**src/design/multires_hash_grid_features_assert.svh**
```systemverilog
// Assertion macros for the multires hash grid feature block
`ifndef MULTIRES_HASH_GRID_FEATURES_ASSERT_SVH
`define MULTIRES_HASH_GRID_FEATURES_ASSERT_SVH

// Same-cycle implication, disabled in reset
`define MHG_ASSERT_IMP(label, clk, rst, ante, cons) \
  label: assert property (@(posedge clk) disable iff (rst) (ante) |-> (cons)) \
    else $error("mhg assertion failed");

// Next-cycle implication, disabled in reset
`define MHG_ASSERT_NEXT(label, clk, rst, ante, cons) \
  label: assert property (@(posedge clk) disable iff (rst) (ante) |=> (cons)) \
    else $error("mhg assertion failed");

`endif

```
**src/design/mhg_pkg.sv**
```systemverilog
// Package: constants and transaction types of the hash grid feature store
`timescale 1ns / 1ps
package mhg_pkg;
  localparam int LEVELS        = 16;
  localparam int TABLE_ENTRIES = 4096;
  localparam int LEVEL_W       = $clog2(LEVELS);
  localparam int IDX_W         = $clog2(TABLE_ENTRIES);
  localparam int ADDR_W        = LEVEL_W + IDX_W;
  localparam int DEPTH         = LEVELS * TABLE_ENTRIES;

  localparam logic [31:0] PRIME_X = 32'd1;
  localparam logic [31:0] PRIME_Y = 32'd2654435761;
  localparam logic [31:0] PRIME_Z = 32'd805459861;
  localparam logic [23:0] SCALE_MAX = 24'hFFFFFF;

  localparam logic OP_LOOKUP = 1'b0;
  localparam logic OP_UPDATE = 1'b1;

  localparam logic [1:0] REG_TABLE_SIZE    = 2'd0;
  localparam logic [1:0] REG_COARSE_SCALE  = 2'd1;
  localparam logic [1:0] REG_LEVEL_GROWTH  = 2'd2;
  localparam logic [1:0] REG_LEARNING_RATE = 2'd3;

  typedef struct packed {
    logic               operation;
    logic signed [31:0] pos_x;
    logic signed [31:0] pos_y;
    logic signed [31:0] pos_z;
    logic [3:0]         grid_level;
    logic signed [15:0] grad_a;
    logic signed [15:0] grad_b;
  } in_t;

  typedef struct packed {
    logic [3:0]         out_level;
    logic signed [15:0] feature_a;
    logic signed [15:0] feature_b;
    logic               last;
  } out_t;

  // Status of the remainder unit
  typedef struct packed {
    logic             done;
    logic [IDX_W-1:0] rem;
  } mod_status_t;
endpackage

```
**src/design/mhg_mod_unit.sv**
```systemverilog
// Bit-serial remainder unit: 32-bit hash modulo table size, one bit per cycle
`timescale 1ns / 1ps
module mhg_mod_unit (
  input  logic                      clk,
  input  logic                      rst,
  input  logic                      start,
  input  logic [31:0]               dividend,
  input  logic [mhg_pkg::IDX_W:0]   divisor,
  output mhg_pkg::mod_status_t      status
);
  logic                       busy;
  logic                       done;
  logic [4:0]                 cnt;
  logic [31:0]                shreg;
  logic [mhg_pkg::IDX_W-1:0]  rem;
  logic [mhg_pkg::IDX_W:0]    trial;

  assign trial = {rem, shreg[31]};

  // control
  always_ff @(posedge clk) begin
    if (rst) begin
      busy <= 1'b0;
      done <= 1'b0;
      cnt  <= '0;
    end else begin
      done <= 1'b0;
      if (start) begin
        busy <= 1'b1;
        cnt  <= '0;
      end else if (busy) begin
        cnt <= cnt + 5'd1;
        if (cnt == 5'd31) begin
          busy <= 1'b0;
          done <= 1'b1;
        end
      end
    end
  end

  // restoring remainder step
  always_ff @(posedge clk) begin
    if (start) begin
      shreg <= dividend;
      rem   <= '0;
    end else if (busy) begin
      shreg <= {shreg[30:0], 1'b0};
      if (trial >= divisor) begin
        rem <= mhg_pkg::IDX_W'(trial - divisor);
      end else begin
        rem <= trial[mhg_pkg::IDX_W-1:0];
      end
    end
  end

  assign status.done = done;
  assign status.rem  = rem;
endmodule

```
**config.mk**
```make
export PLATFORM = sky130hd
export DESIGN_NAME = mhg_mod_unit
export DESIGN_NICKNAME = d
export VERILOG_FILES = /design/src/design/multires_hash_grid_features_assert.svh /design/src/design/mhg_pkg.sv /design/src/design/mhg_mod_unit.sv
export SDC_FILE = /design/constraint.sdc
export NUM_CORES = 1
export LEC_CHECK = 0
export ABC_AREA = 1
export BUFFER_PORTS_ARGS = -buffer_cell sky130_fd_sc_hd__buf_2
export CAP_MARGIN = 10
export CORE_MARGIN = 2
export CORE_UTILIZATION = 30
export CTS_BUF_LIST = sky130_fd_sc_hd__clkbuf_2 sky130_fd_sc_hd__clkbuf_4 sky130_fd_sc_hd__clkbuf_8
export DETAILED_ROUTE_END_ITERATION = 8
export PLACE_DENSITY_LB_ADDON = 0.15
export SLEW_MARGIN = 20
export SYNTH_ARGS = -nofsm -noshare
export SYNTH_HDL_FRONTEND = slang
export SYNTH_SLANG_ARGS = --single-unit
export TNS_END_PERCENT = 5
```
**constraint.sdc**
```tcl
create_clock -name clk -period 4.7 [get_ports clk]
set_input_delay 0.47 -clock clk [delete_from_list [all_inputs] [get_ports clk]]
set_output_delay 0.47 -clock clk [all_outputs]
set_load 0.1 [all_outputs]
```
* Word level (Yosys, flattened, before mapping)
Index checks and enable logic that the tools add are counted.
Storage, ports and cells: flip-flop bits (word level) 51, input bits 48, output and inout bits 13, word-level logic and storage cells 20
Operators by class: $add $sub $neg 2, $lt $le $gt $ge 1, eq/ne operators 1, multiplexer cells 7, bitwise logic cells 1, reductions and logical operators 3
Operators with widths (count):
- $mux W32 | 2
- $ge A13 B13 Y1 | 1
- $mux W12 | 1
- $sub A12 B12 Y12 | 1
- $add A5 B1 Y5 const B | 1
- $eq A5 B5 Y1 const B | 1
- $mux W1 | 4
- $reduce_or A3 Y1 | 1
- $reduce_bool A2 Y1 | 1
- $reduce_or A2 Y1 | 1
- $not A1 Y1 | 1

* Logic depth before layout (Yosys ltp)
word-level depth 4, mapped depth 12, mapped depth without buffers 12

* Least setup slack after synthesis
OpenSTA, ideal clock, no wires.
path kind flip-flop to flip-flop, start register rem[7] (netlist name), end register rem[10] (netlist name), setup time 0.116 ns, data arrival time 2.220 ns, required time 4.584 ns, setup slack 2.365 ns, stages on the path, launching flop included 11, path buffers 1, period minus slack after synthesis 2.335 ns, cells stage by stage dfxtp_1 -> ha_1 -> nand2_2 -> inv_1 -> nand2_1 -> nand2_1 -> a21oi_4 -> buf_2 -> nand4_1 -> nand3_1 -> nand2_1
On the way: cells in the longest elaborated chain, start to end 2, elaborated cells between the ends (all ways) 3, classes of those cells 1 x add/sub; 1 x order compare; 1 x mux
Ends and longest elaborated chain:
- from (decl) | line mhg_mod_unit.sv:15 | logic [mhg_pkg::IDX_W-1:0] rem;
- from (signal assigned) | line mhg_mod_unit.sv:49 | rem <= mhg_pkg::IDX_W'(trial - divisor);
- from (signal assigned) | line mhg_mod_unit.sv:51 | rem <= trial[mhg_pkg::IDX_W-1:0];
- $sub A12 B12 Y12 or $ge A13 B13 Y1 (tied branches) | line mhg_mod_unit.sv:49, mhg_mod_unit.sv:48
- $mux W12 (*) | line mhg_mod_unit.sv:48 | if (trial >= divisor) begin
Every way passes the cells marked *; elsewhere a longest branch is shown, timed or not. A chain may end at the register's enable or synchronous reset.

* Final worst setup path
start register shreg[31], end register rem[6] (netlist name)
On the way: cells in the longest elaborated chain, start to end 2, elaborated cells between the ends (all ways) 3, classes of those cells 1 x add/sub; 1 x order compare; 1 x mux
Ends and longest elaborated chain:
- from (decl) | line mhg_mod_unit.sv:14 | logic [31:0] shreg;
- from (signal assigned) | line mhg_mod_unit.sv:44 | shreg <= dividend;
- from (signal assigned) | line mhg_mod_unit.sv:47 | shreg <= {shreg[30:0], 1'b0};
- $sub A12 B12 Y12 or $ge A13 B13 Y1 (tied branches) | line mhg_mod_unit.sv:49, mhg_mod_unit.sv:48
- $mux W12 (*) | line mhg_mod_unit.sv:48
Marked as above.

==> metrics <==
status=completed; Reg clk slew, reported paths=0.09 ns; Initial Util=approximately 30%; CTS resizes=0; DR vias=2,605; Area after DPL=3480 um^2; Hold Vio Cnt, Final=0; Mapped Cells=412; crit path DAT=2.30 ns; CTS tree=built; Mapped Area=3100 um^2; I/O Buffers=60; CP Max Fanout=4; Relative slew margins=37.7%; Comb pwr share=14.0%; cells along the critical path=inv_1, ha_1, inv_1, fa_1, nand3_1, nand3_1, nand2_1, nand2_1, xnor2_1, nand2_1, nand3_1, nand2_1; row count=37; unrepaired setup endpoints after global routing=no; drc violations=0; CTS Root Buffer Type=clkbuf_8; number of synthesized register bits=51; Net count, final=530; Leak=about 0.0019 uW; final setup fails=0; element type at the critical path start=flop; Clock Path Buffers=2; Routed Antenna Nets=0; Pins Over Slew Limit=0; clock sink count=51; area of the die=11,200 um^2; worst skew pair latency=0.31 ns; Synthesized Nets=about 480; core outline area=10,200 um^2; vias in the first global route=2,484; Hold/Removal Path Class=primary input to flop; Synth cell types=28; first-pass GRT wire length=11,800 um; layout cells sized above 1=roughly 18%; Avg WL per Cell=11.7 um; Highest Clock Rate=477 MHz; peak per-stage delay on the critical path=roughly 0.43 ns; half-perimeter wire length after placement=about 5400 um; CTS Hold Bufs=0; WS Path Type=flop to flop; initial antenna violation count=0; P per Cell Area=approximately 260 nW/um^2; fin area=approximately 3600 um^2; TritonCTS Buffers=5; Switching Share=26.6%; Via density=4.32; CP Capture Type=flop; largest net degree at the start of global routing=37; Routed WL=7060 um; Total Routing Usage GR=12.9%; sequential power share=57.5%; grt ovf=0; Internal Pwr Total=approximately 670 uW; Setup Fix Bufs, Post-CTS=0; WP data required=4.90 ns; Ports=~60; fin crit share=approximately 45%; ANT cells=0; initial drt markers=approximately 110; min cycle time layout=2.10 ns; width of the die=106 um; Max-cap violations=0; clk_skew=0.00803 ns; register area share after synthesis=43.2%; Layout area overhead=15.0%; Slowest cell on crit path=edfxtp_1; syn avg cell area=7.53 um^2; actual slew at the worst max-slew pin=between 0.9 and 1 ns; die extent in y=between 100 and 150 um; yosys warns=0; setup TNS after final layout=0 ns; first-pass detailed-route iteration total=4; most used cell along the critical path=nand2_1; GP Congestion=0.890; Max IR drop VDD=0.123 mV; CTS H-Tree Depth=2; clock network fraction of design power=28.5%; Psw=242 uW
## logic make-up after synthesis
logic type | Yosys count | share of synthesized area [%]
AND/OR/NAND/NOR | 255 | 35.8
AO/OA/AOI/OAI | 13 | 2.50
buffers and inverters | 72 | 10.3
flip-flops | 51 | 43.2
XOR/XNOR | 5 | 1.41
adder cells (fa/ha/maj) | 16 | 6.70
## Yosys cell counts
cell	n	area [um^2]
nand3_1	21	105
clkbuf_1	7	26.3
nor2_1	16	60.1
nor3b_1	1	7.51
inv_1	58	218
buf_2	1	5.00
and2_1	1	6.26
ha_1	15	188
dfxtp_1	19	380
nand4_2	1	12.5
nand2_1	184	691
edfxtp_1	32	961
a21oi_1	7	35.0
buf_8	1	15.0
nor2_4	1	11.3
a31oi_1	1	6.26
nor2_2	2	12.5
nor3_1	3	15.0
clkbuf_8	3	41.3
nand4_1	14	87.6
a21oi_4	1	16.3
fa_1	1	20.0
nand2_2	4	25.0
nand3_4	1	17.5
buf_4	2	15.0
xnor2_1	5	43.8
nand3_2	6	60.1
o21ai_0	4	20.0
## per-stage QoR
| step | setup WS (ns) | power [uW] | instances | util, % | hold WS [ns] |
|---|---|---|---|---|---|
| floorplan | 2.36 | 619 | 412 | - | 0.443 |
| global placement | 2.34 | 664 | 595 | 34.1 | 0.456 |
| detailed placement | 2.37 | 664 | 595 | 34.1 | 0.464 |
| CTS | 2.59 | 918 | 603 | 35.0 | 0.366 |
| global route | 2.42 | 956 | 603 | 35.0 | 0.362 |
| finish | 2.60 | 911 | 603 | 35.0 | 0.365 |
## power by group through the flow
stage | sequential, uW | clock, uW | combinational (uW)
after floorplan | 539 | 0 | 80.6
after global placement | 534 | 0 | 130
after detailed placement | 534 | 0 | 130
after CTS | 524 | 263 | 130
after global routing | 527 | 282 | 147
final | 524 | 260 | 128
## cell type report
cell class              count  area [um^2]
fillers                  1133         6620
repair buffers             61          308
clock inverters             2         12.5
flip-flops and latches     51         1340
inverters                  58          218
clock buffers               6         76.3
well taps                 136          170
multi-input cells         289         1440
## flip-flops by register name, indices dropped and copies added (netlist names)
register and cells:
done 1, cnt 5, shreg 32, rem 12
busy 1
## layer usage
metal	global-route usage [%]	routed length (um)	up-vias	part of all wire [%]
li1	-	-	1400	-
met2	21.0	3160	59	45
met5	0	0	-	0
met1	17.6	3490	1135	49
met4	4.04	125	0	1.8
met3	2.16	275	11	3.9
## path summary, 6_finish.rpt
kind | from | endpoint | slack (ns) | cells after the start
worst min register to register | cnt[4] | cnt[4] | 0.48 | 2
worst min-delay path | rst | busy | 0.37 | 2
worst max-delay path | shreg[31] | rem[6] | 2.60 | 12
worst max register to register | shreg[31] | rem[6] | 2.60 | 12
## critical path: cells and delay by family (launching register included)
family | cells | cell delay [ns]
flip-flops | 1 | 0.43
XOR/XNOR | 1 | 0.17
AND/OR/NAND/NOR | 7 | 0.67
buffers and inverters | 2 | 0.17
adder cells (fa/ha/maj) | 2 | 0.56
## layout by cell type (no fill, tap or decap)
cell / instances
a21oi_1: 7
a21oi_4: 1
a31oi_1: 1
and2_1: 1
buf_2: 60
buf_4: 1
clkbuf_4: 1
clkbuf_8: 5
clkinvlp_2: 1
clkinvlp_4: 1
dfxtp_1: 19
edfxtp_1: 32
fa_1: 1
ha_1: 15
inv_1: 58
nand2_1: 184
nand2_2: 4
nand3_1: 21
nand3_2: 6
nand3_4: 1
nand4_1: 14
nand4_2: 1
nor2_1: 16
nor2_2: 2
nor2_4: 1
nor3_1: 3
nor3b_1: 1
o21ai_0: 4
xnor2_1: 5
(Power assumes the default switching activity.)
